File: config.mk
export PLATFORM = sky130hd
export DESIGN_NAME = volume_slice_rle_decoder_flat
export DESIGN_NICKNAME = d
export VERILOG_FILES = /design/src/sv/vsrle_pkg.sv /design/src/sv/vsrle_ifs.sv /design/src/sv/vsrle_cfg_regs.sv /design/src/sv/vsrle_decode.sv /design/src/sv/vsrle_emit.sv /design/src/sv/volume_slice_rle_decoder.sv /design/src/flat_wrapper.sv
export SDC_FILE = /design/constraint.sdc
export NUM_CORES = 1
export LEC_CHECK = 0
export BUFFER_PORTS_ARGS = -buffer_cell sky130_fd_sc_hd__buf_2
export CORE_MARGIN = 3
export CORE_UTILIZATION = 55
export CTS_BUF_LIST = sky130_fd_sc_hd__clkbuf_16
export CTS_CLUSTER_DIAMETER = 60
export DETAILED_ROUTE_END_ITERATION = 7
export PLACE_DENSITY = 0.74
export RECOVER_POWER = 50
export SYNTH_ARGS = -nofsm -noshare
export SYNTH_HDL_FRONTEND = slang
export SYNTH_HIERARCHICAL = 1
export SYNTH_SLANG_ARGS = --single-unit
File: constraint.sdc
create_clock -name clk -period 11.9 [get_ports clk]
set_clock_uncertainty 0.2 [all_clocks]
set_input_delay 0.595 -clock clk [delete_from_list [all_inputs] [get_ports clk]]
set_output_delay 0.595 -clock clk [all_outputs]
set_load 0.03 [all_outputs]
File: src/sv/vsrle_pkg.sv
// shared types and constants for the volume slice run-length decoder
// no dependencies; imported by the interfaces and every module of the block
package vsrle_pkg;

    localparam int BYTE_W     = 8;
    localparam int RUN_W      = 7;
    localparam int SLICE_W    = 25;
    localparam int CFG_IDX_W  = 2;
    localparam int CFG_DATA_W = 25;

    // register indexes on the configuration channel
    localparam logic [CFG_IDX_W-1:0] REG_COMPRESSION_MODE = 2'd0;
    localparam logic [CFG_IDX_W-1:0] REG_SLICE_SIZE       = 2'd1;

    localparam logic                REG_MODE_RESET  = 1'b1;
    localparam logic [SLICE_W-1:0]  REG_SLICE_RESET = 25'd65536;

    // control byte layout
    localparam int                  CTRL_LIT_BIT = 7;
    localparam logic [RUN_W-1:0]    RUN_ZERO     = 7'd0;
    localparam logic [RUN_W-1:0]    RUN_ONE      = 7'd1;

    // most voxels a repeat run puts out on its value byte
    localparam logic [RUN_W-1:0]    MAX_BURST    = 7'd64;

    typedef enum logic [1:0] {
        PH_CTRL = 2'd0,
        PH_LIT  = 2'd1,
        PH_REP  = 2'd2
    } phase_t;

    typedef struct packed {
        logic               compression_mode;
        logic [SLICE_W-1:0] slice_size;
    } vsrle_cfg_t;

    // expansion command: cnt copies of value, then an optional single tail result
    typedef struct packed {
        logic [RUN_W-1:0]  cnt;
        logic [BYTE_W-1:0] value;
        logic              has_tail;
        logic [BYTE_W-1:0] tail_voxel;
        logic              tail_valid;
        logic              tail_eos;
    } vsrle_cmd_t;

endpackage

File: src/sv/vsrle_ifs.sv
// channel interfaces of the volume slice run-length decoder
// depends on vsrle_pkg for field widths
interface vsrle_byte_if import vsrle_pkg::*; ();
    logic              valid;
    logic              ready;
    logic [BYTE_W-1:0] data_byte;

    modport source (output valid, output data_byte, input ready);
    modport sink   (input valid, input data_byte, output ready);
endinterface

interface vsrle_voxel_if import vsrle_pkg::*; ();
    logic              valid;
    logic              ready;
    logic [BYTE_W-1:0] voxel;
    logic              voxel_valid;
    logic              end_of_slice;
    logic              last;

    modport source (output valid, output voxel, output voxel_valid,
                    output end_of_slice, output last, input ready);
    modport sink   (input valid, input voxel, input voxel_valid,
                    input end_of_slice, input last, output ready);
endinterface

interface vsrle_cfg_if import vsrle_pkg::*; ();
    logic                  valid;
    logic                  ready;
    logic [CFG_IDX_W-1:0]  index;
    logic [CFG_DATA_W-1:0] data;

    modport source (output valid, output index, output data, input ready);
    modport sink   (input valid, input index, input data, output ready);
endinterface

File: src/sv/vsrle_cfg_regs.sv
// configuration registers: compression mode and raw slice size
// depends on vsrle_pkg and vsrle_cfg_if
module vsrle_cfg_regs import vsrle_pkg::*;
(
    input  logic        clk,
    input  logic        rst_n,
    vsrle_cfg_if.sink   cfg,
    output vsrle_cfg_t  cfg_out
);

    logic               mode_reg;
    logic [SLICE_W-1:0] slice_size_reg;
    logic               wr;

    assign cfg.ready = 1'b1;
    assign wr        = cfg.valid && cfg.ready;

    always_ff @(posedge clk or negedge rst_n)
    begin
        if (!rst_n)
        begin
            mode_reg       <= REG_MODE_RESET;
            slice_size_reg <= REG_SLICE_RESET;
        end
        else if (wr)
        begin
            if (cfg.index == REG_COMPRESSION_MODE)
            begin
                mode_reg <= cfg.data[0];
            end
            else if (cfg.index == REG_SLICE_SIZE)
            begin
                slice_size_reg <= cfg.data[SLICE_W-1:0];
            end
        end
    end

    assign cfg_out.compression_mode = mode_reg;
    assign cfg_out.slice_size       = slice_size_reg;

endmodule

File: src/sv/vsrle_decode.sv
// decoder state and per-byte command build
// depends on vsrle_pkg; feeds vsrle_emit with at most one expansion command per byte
module vsrle_decode import vsrle_pkg::*;
#(
    parameter int MAX_SLICE_VOXELS = 16777216
)
(
    input  logic              clk,
    input  logic              rst_n,
    input  vsrle_cfg_t        cfg,
    input  logic              accept,
    input  logic [BYTE_W-1:0] data_byte,
    output vsrle_cmd_t        cmd,
    output logic              cmd_load
);

    localparam int CNT_W = (MAX_SLICE_VOXELS > 1) ? $clog2(MAX_SLICE_VOXELS) : 1;
    localparam logic [SLICE_W-1:0] SLICE_CAP = SLICE_W'(MAX_SLICE_VOXELS);

    phase_t            phase_reg,   phase_next;
    logic [RUN_W-1:0]  run_reg,     run_next;
    logic [CNT_W-1:0]  raw_cnt_reg, raw_cnt_next;
    logic [BYTE_W-1:0] rep_val_reg, rep_val_next;

    logic               drain;
    phase_t             phase_eff;
    logic [RUN_W-1:0]   run_eff;
    logic [RUN_W-1:0]   run_dec;
    logic [RUN_W-1:0]   burst;
    logic [SLICE_W-1:0] limit;
    logic [CNT_W:0]     raw_inc;
    logic               raw_eos;

    always_comb
    begin
        // owed repeat voxels go out first unless a run is still open
        drain     = !(phase_reg == PH_LIT || phase_reg == PH_REP);
        phase_eff = drain ? PH_CTRL : phase_reg;
        run_eff   = drain ? RUN_ZERO : run_reg;
        run_dec   = run_eff - RUN_ONE;
        burst     = (run_eff > MAX_BURST) ? MAX_BURST : run_eff;
        limit     = (cfg.slice_size > SLICE_CAP) ? SLICE_CAP : cfg.slice_size;
        raw_inc   = {1'b0, raw_cnt_reg} + {{CNT_W{1'b0}}, 1'b1};
        raw_eos   = SLICE_W'(raw_inc) >= limit;

        phase_next   = phase_eff;
        run_next     = run_eff;
        raw_cnt_next = raw_cnt_reg;
        rep_val_next = rep_val_reg;

        cmd.cnt        = drain ? run_reg : RUN_ZERO;
        cmd.value      = rep_val_reg;
        cmd.has_tail   = 1'b0;
        cmd.tail_voxel = data_byte;
        cmd.tail_valid = 1'b1;
        cmd.tail_eos   = 1'b0;

        if (!cfg.compression_mode)
        begin
            cmd.has_tail = 1'b1;
            cmd.tail_eos = raw_eos;
            raw_cnt_next = raw_eos ? '0 : raw_inc[CNT_W-1:0];
        end
        else
        begin
            unique case (phase_eff)
                PH_CTRL:
                begin
                    if (data_byte[RUN_W-1:0] == RUN_ZERO)
                    begin
                        // end-of-slice marker
                        cmd.has_tail   = 1'b1;
                        cmd.tail_voxel = '0;
                        cmd.tail_valid = 1'b0;
                        cmd.tail_eos   = 1'b1;
                    end
                    else
                    begin
                        phase_next = data_byte[CTRL_LIT_BIT] ? PH_LIT : PH_REP;
                        run_next   = data_byte[RUN_W-1:0];
                    end
                end
                PH_LIT:
                begin
                    cmd.has_tail = 1'b1;
                    run_next     = run_dec;
                    if (run_dec == RUN_ZERO)
                    begin
                        phase_next = PH_CTRL;
                    end
                end
                PH_REP:
                begin
                    cmd.cnt      = burst;
                    cmd.value    = data_byte;
                    rep_val_next = data_byte;
                    run_next     = run_eff - burst;
                    phase_next   = PH_CTRL;
                end
                default:
                begin
                    phase_next = PH_CTRL;
                end
            endcase
        end
    end

    assign cmd_load = accept && ((cmd.cnt != RUN_ZERO) || cmd.has_tail);

    always_ff @(posedge clk or negedge rst_n)
    begin
        if (!rst_n)
        begin
            phase_reg   <= PH_CTRL;
            run_reg     <= RUN_ZERO;
            raw_cnt_reg <= '0;
            rep_val_reg <= '0;
        end
        else if (accept)
        begin
            phase_reg   <= phase_next;
            run_reg     <= run_next;
            raw_cnt_reg <= raw_cnt_next;
            rep_val_reg <= rep_val_next;
        end
    end

endmodule

File: src/sv/vsrle_emit.sv
// command register and result register: expands one command into results
// depends on vsrle_pkg and vsrle_voxel_if
module vsrle_emit import vsrle_pkg::*;
(
    input  logic         clk,
    input  logic         rst_n,
    input  vsrle_cmd_t   cmd,
    input  logic         cmd_load,
    output logic         cmd_ready,
    vsrle_voxel_if.source vox
);

    vsrle_cmd_t        cmd_reg;
    logic              cmd_valid_reg;
    logic              out_valid_reg;
    logic [BYTE_W-1:0] voxel_reg,   voxel_next;
    logic              vvalid_reg,  vvalid_next;
    logic              eos_reg,     eos_next;
    logic              last_reg,    last_next;

    logic out_adv;
    logic cmd_fire;
    logic cmd_last;
    logic in_copies;

    always_comb
    begin
        out_adv   = !out_valid_reg || vox.ready;
        cmd_fire  = cmd_valid_reg && out_adv;
        in_copies = cmd_reg.cnt != RUN_ZERO;
        cmd_last  = in_copies ? (cmd_reg.cnt == RUN_ONE && !cmd_reg.has_tail) : 1'b1;

        if (in_copies)
        begin
            voxel_next  = cmd_reg.value;
            vvalid_next = 1'b1;
            eos_next    = 1'b0;
        end
        else
        begin
            voxel_next  = cmd_reg.tail_voxel;
            vvalid_next = cmd_reg.tail_valid;
            eos_next    = cmd_reg.tail_eos;
        end
        last_next = cmd_last;
    end

    // slot frees up in the same cycle its final result moves out
    assign cmd_ready = !cmd_valid_reg || (cmd_fire && cmd_last);

    always_ff @(posedge clk or negedge rst_n)
    begin
        if (!rst_n)
        begin
            cmd_valid_reg <= 1'b0;
        end
        else if (cmd_load)
        begin
            cmd_valid_reg <= 1'b1;
        end
        else if (cmd_fire && cmd_last)
        begin
            cmd_valid_reg <= 1'b0;
        end
    end

    always_ff @(posedge clk)
    begin
        if (cmd_load)
        begin
            cmd_reg <= cmd;
        end
        else if (cmd_fire && in_copies)
        begin
            cmd_reg.cnt <= cmd_reg.cnt - RUN_ONE;
        end
    end

    always_ff @(posedge clk or negedge rst_n)
    begin
        if (!rst_n)
        begin
            out_valid_reg <= 1'b0;
        end
        else if (out_adv)
        begin
            out_valid_reg <= cmd_valid_reg;
        end
    end

    always_ff @(posedge clk)
    begin
        if (cmd_fire)
        begin
            voxel_reg  <= voxel_next;
            vvalid_reg <= vvalid_next;
            eos_reg    <= eos_next;
            last_reg   <= last_next;
        end
    end

    assign vox.valid        = out_valid_reg;
    assign vox.voxel        = voxel_reg;
    assign vox.voxel_valid  = vvalid_reg;
    assign vox.end_of_slice = eos_reg;
    assign vox.last         = last_reg;

endmodule

File: src/sv/volume_slice_rle_decoder.sv
// a result passes the command register and then the result register before it is on voxel_out
// throughput: one byte and one result per cycle while voxel_out is ready; a byte that yields
//   several results holds slice_in while they leave the command register, a run byte up to 64
// a control byte with nonzero count yields only the repeat voxels still owed from the run before
// reset: rst_n async low; mode run-length, slice size 65536, decoder expects control
module volume_slice_rle_decoder import vsrle_pkg::*;
#(
    parameter int MAX_SLICE_VOXELS = 16777216
)
(
    input  logic           clk,
    input  logic           rst_n,
    vsrle_byte_if.sink     slice_in,
    vsrle_voxel_if.source  voxel_out,
    vsrle_cfg_if.sink      cfg
);

    vsrle_cfg_t cfg_q;
    vsrle_cmd_t cmd;
    logic       cmd_load;
    logic       cmd_ready;
    logic       accept;

    assign slice_in.ready = cmd_ready;
    assign accept         = slice_in.valid && cmd_ready;

    vsrle_cfg_regs u_cfg
    (
        .clk     (clk),
        .rst_n   (rst_n),
        .cfg     (cfg),
        .cfg_out (cfg_q)
    );

    vsrle_decode #(
        .MAX_SLICE_VOXELS (MAX_SLICE_VOXELS)
    ) u_decode
    (
        .clk       (clk),
        .rst_n     (rst_n),
        .cfg       (cfg_q),
        .accept    (accept),
        .data_byte (slice_in.data_byte),
        .cmd       (cmd),
        .cmd_load  (cmd_load)
    );

    vsrle_emit u_emit
    (
        .clk       (clk),
        .rst_n     (rst_n),
        .cmd       (cmd),
        .cmd_load  (cmd_load),
        .cmd_ready (cmd_ready),
        .vox       (voxel_out)
    );

endmodule

File: src/flat_wrapper.sv
// flat-port wrapper written by rule: the top's interface ports become plain ports
module volume_slice_rle_decoder_flat import vsrle_pkg::*;
#(
    parameter int MAX_SLICE_VOXELS = 16777216
)
  (clk, rst_n, slice_in_valid, slice_in_data_byte, slice_in_ready, voxel_out_valid, voxel_out_voxel, voxel_out_voxel_valid, voxel_out_end_of_slice, voxel_out_last, voxel_out_ready, cfg_valid, cfg_index, cfg_data, cfg_ready);
  vsrle_byte_if slice_in_i ();
  vsrle_voxel_if voxel_out_i ();
  vsrle_cfg_if cfg_i ();
  input  logic clk;
  input  logic rst_n;
  input wire logic [$bits(slice_in_i.valid)-1:0] slice_in_valid;
  input wire logic [$bits(slice_in_i.data_byte)-1:0] slice_in_data_byte;
  output wire logic [$bits(slice_in_i.ready)-1:0] slice_in_ready;
  output wire logic [$bits(voxel_out_i.valid)-1:0] voxel_out_valid;
  output wire logic [$bits(voxel_out_i.voxel)-1:0] voxel_out_voxel;
  output wire logic [$bits(voxel_out_i.voxel_valid)-1:0] voxel_out_voxel_valid;
  output wire logic [$bits(voxel_out_i.end_of_slice)-1:0] voxel_out_end_of_slice;
  output wire logic [$bits(voxel_out_i.last)-1:0] voxel_out_last;
  input wire logic [$bits(voxel_out_i.ready)-1:0] voxel_out_ready;
  input wire logic [$bits(cfg_i.valid)-1:0] cfg_valid;
  input wire logic [$bits(cfg_i.index)-1:0] cfg_index;
  input wire logic [$bits(cfg_i.data)-1:0] cfg_data;
  output wire logic [$bits(cfg_i.ready)-1:0] cfg_ready;
  assign slice_in_i.valid = slice_in_valid;
  assign slice_in_i.data_byte = slice_in_data_byte;
  assign slice_in_ready = slice_in_i.ready;
  assign voxel_out_valid = voxel_out_i.valid;
  assign voxel_out_voxel = voxel_out_i.voxel;
  assign voxel_out_voxel_valid = voxel_out_i.voxel_valid;
  assign voxel_out_end_of_slice = voxel_out_i.end_of_slice;
  assign voxel_out_last = voxel_out_i.last;
  assign voxel_out_i.ready = voxel_out_ready;
  assign cfg_i.valid = cfg_valid;
  assign cfg_i.index = cfg_index;
  assign cfg_i.data = cfg_data;
  assign cfg_ready = cfg_i.ready;
  volume_slice_rle_decoder #(.MAX_SLICE_VOXELS(MAX_SLICE_VOXELS)) u_core (.clk(clk), .rst_n(rst_n), .slice_in(slice_in_i), .voxel_out(voxel_out_i), .cfg(cfg_i));
endmodule
==> metrics.txt <==
critical path peak fanout=16; vias in the first global route=around 4600; Tmin final=approximately 4.5 ns; Setup TNS Final=0 ns; Row Count=38; Hold Path Depth=2; core area=11000 um^2; post-route cell area=6830 um^2; HPWL Detailed=10100 um; element type at the critical path end=flop; Vias/cell=6.04; Synth Register Bits=106; synth warn=6; Lkg Pwr=2.95 nW; Synth Cell Area=6340 um^2; WS Path Type=reg2reg; global-route wire length before repair=around 23000 um; Post-Syn Area per Cell=10.6 um^2; TritonRoute pass-1 iters=6; Die W=between 100 and 150 um; crit start category=flop; R2R depth=11; antenna fix cells=0; Routed Wire Length=13700 um; crit path DAT=4.47 ns; initial antenna violation count=0; Post-CTS Setup Inserts=0; layout cell share with drive strength beyond 1=0.190; Max Freq=223 MHz; CTS root buffer=clkbuf_16; Worst-Margin Slew=3.73 ns; sequential area share after synthesis=0.448; violated checks=max-capacitance violations, max-slew violations; hold slack=0.266 ns; drt drc=0; initial DRC count=318; count of final setup violators=0; Avg WL per Cell=17.6 um; PwrDens=193 nW/um^2; CP Depth=11; total clock buffers created by CTS=9; Tot GR Track Use=0.224; max reg flops=26; Initial Util=0.574; Slew Limit Fails=70; RSZ-0062 raised after global routing=no; Syn Inst Count=599; placed inst area=6620 um^2; gp weighted congestion=0.955; filler cell count=908; # hold bufs at CTS=0; WP data required=11.88 ns; Yosys cell types=72; Post-DRT Antenna Nets=0; routed via count=4690; Clock Sinks=106; period utilization=0.377; post_cts resized=0; post-synthesis async set-or-reset flop share=0.651; syn_nets=673; die area=12800 um^2; final layout net count=705; die height=113 um; VDD IR max=0.0934 mV; Port Buffers=52; total grt overflow=0; Worst path max stage delay=0.75 ns; clock network latency to the later pin of the worst-skew pair=between 0.3 and 0.4 ns; Max Cap Viol=1; Crit path buffers/inverters=0; largest net degree at the start of global routing=70; CP Cell Sequence=nor4_1 > nand4_1 > o21ai_1 > nand2_1 > ha_1 > nand4_1 > nor3_1 > nand4_1 > a21oi_1 > or2_1 > o21ai_0; Syn-to-layout area delta=7.86%; critical path's top delay family=simple AND/OR/NAND/NOR gates; Worst path slowest cell=o21ai_1; CTS tree=built; run status=complete, but fails checks; Top FF cell, synth=dfrtp_1; Clock transition at path regs=0.07 ns; Longest Clk Path Bufs=2; Fin. Hold Viols=0; crit-path most repeated cell=nand4_1; HP Class=in2reg; Slew headroom=-1.49; H-tree Lvls=3; # IOs=54; Post-synth EDFFs=37
area by class of cell:
class	instances	area (um^2)	area share
Clock buffer	9	225	0.0330
Timing Repair Buffer	55	268	0.0392
Inverter	18	67.6	0.00989
Clock inverter	7	93.8	0.0137
Sequential cell	106	2840	0.416
Tap cell	140	175	0.0256
Multi-Input combinational cell	441	3160	0.463
synthesized netlist by cell type (3+ instances only):
master	instances	area [um^2]
mux2_2	23	259
nand4_1	10	62.6
xor2_1	7	61.3
o31ai_1	5	37.5
and3_1	4	25.0
buf_6	5	56.3
a31o_2	3	26.3
xnor2_1	21	184
nor2_1	21	78.8
nor3_1	8	40.0
or3_1	4	25.0
a31oi_1	3	18.8
nand2_1	94	353
a211oi_1	3	22.5
buf_4	3	22.5
inv_1	17	63.8
a21oi_1	20	100
a22o_1	4	35.0
mux2_4	27	405
nand2b_1	8	50.1
nor2b_1	9	56.3
edfxtp_1	37	1110
o21ai_2	10	87.6
and4_1	5	43.8
o21ai_1	3	15.0
nor4_1	9	56.3
clkbuf_1	25	93.8
ha_1	34	425
and2_1	7	43.8
dfrtp_1	67	1680
nor3b_1	4	30.0
o21ai_0	26	130
mux2i_1	4	40.0
nand3_1	14	70.1
a21o_1	5	37.5
stage by stage:
stage	util	power (W)	worst slack, ns	instances
floorplan	-	0.000894	7.61	599
global placement	0.600	0.000992	7.58	760
detailed placement	0.600	0.00101	7.47	760
CTS	0.629	0.00133	7.45	776
global route	0.620	0.00140	6.88	776
finish	0.620	0.00132	7.41	776
layout by cell type, fill, tap and decap left out, types with 9 or more instances in the layout:
master	Yosys	routed
dfrtp_1	67	67
a21oi_1	20	20
ha_1	34	34
mux2_4	27	11
nand4_1	10	10
mux2_1	0	16
clkbuf_1	25	10
nand3_1	14	14
buf_2	0	43
o21ai_2	10	10
o21ai_0	26	26
nor2_1	21	21
xnor2_1	21	21
mux2_2	23	23
edfxtp_1	37	37
nor4_1	9	10
nand2_1	94	94
nor2b_1	9	9
clkbuf_16	0	9
inv_1	17	18
power by group:
group	switching (W)	leakage [nW]	internal (W)
Clock	0.000132	0.159	0.000185
Combinational	0.000274	1.59	0.000190
Sequential	0.0000705	1.21	0.000464
routing by layer:
metal,share of wire,wire (um),vias to the layer above,GRT usage
li1,-,-,2225,-
met1,0.42,5740,2292,0.282
met2,0.51,6990,148,0.392
met3,0.047,647,25,0.0342
met4,0.022,302,0,0.0761
met5,0,0,-,0
cells by family (layout without fill, tap and decap cells):
kind of cell               count (synthesis)  in the layout  share of synthesized area
muxes                                     54             54                      0.111
AOI/OAI and AO/OA                        110            110                      0.120
xor gates and xnor gates                  28             28                     0.0387
DFF                                      106            106                      0.448
and+or+nand+nor                          213            213                      0.175
adders and majority gates                 34             34                     0.0671
buffers and inverters                     52             89                     0.0385
other                                      2              2                    0.00119
path summary, 6_finish.rpt:
check / from / end / slack [ns]
min: cfg_data[23] / u_core/u_cfg/slice_size_reg[23]$_DFFE_PN0P_ / 0.27
min reg2reg: u_core/u_decode/rep_val_reg[0]$_DFFE_PN0P_ / u_core/u_decode/rep_val_reg[0]$_DFFE_PN0P_ / 0.31
max in group asynchronous: rst_n / u_core/u_cfg/slice_size_reg[5]$_DFFE_PN0P_ / 7.94
max reg2reg: u_core/u_cfg/slice_size_reg[12]$_DFFE_PN0P_ / u_core/u_decode/raw_cnt_reg[8]$_DFFE_PN0P_ / 7.41
min in group asynchronous: rst_n / u_core/u_decode/run_reg[3]$_DFFE_PN0P_ / 1.43
max: u_core/u_cfg/slice_size_reg[12]$_DFFE_PN0P_ / u_core/u_decode/raw_cnt_reg[8]$_DFFE_PN0P_ / 7.41
No activity file was read; power rests on OpenSTA's default activity.
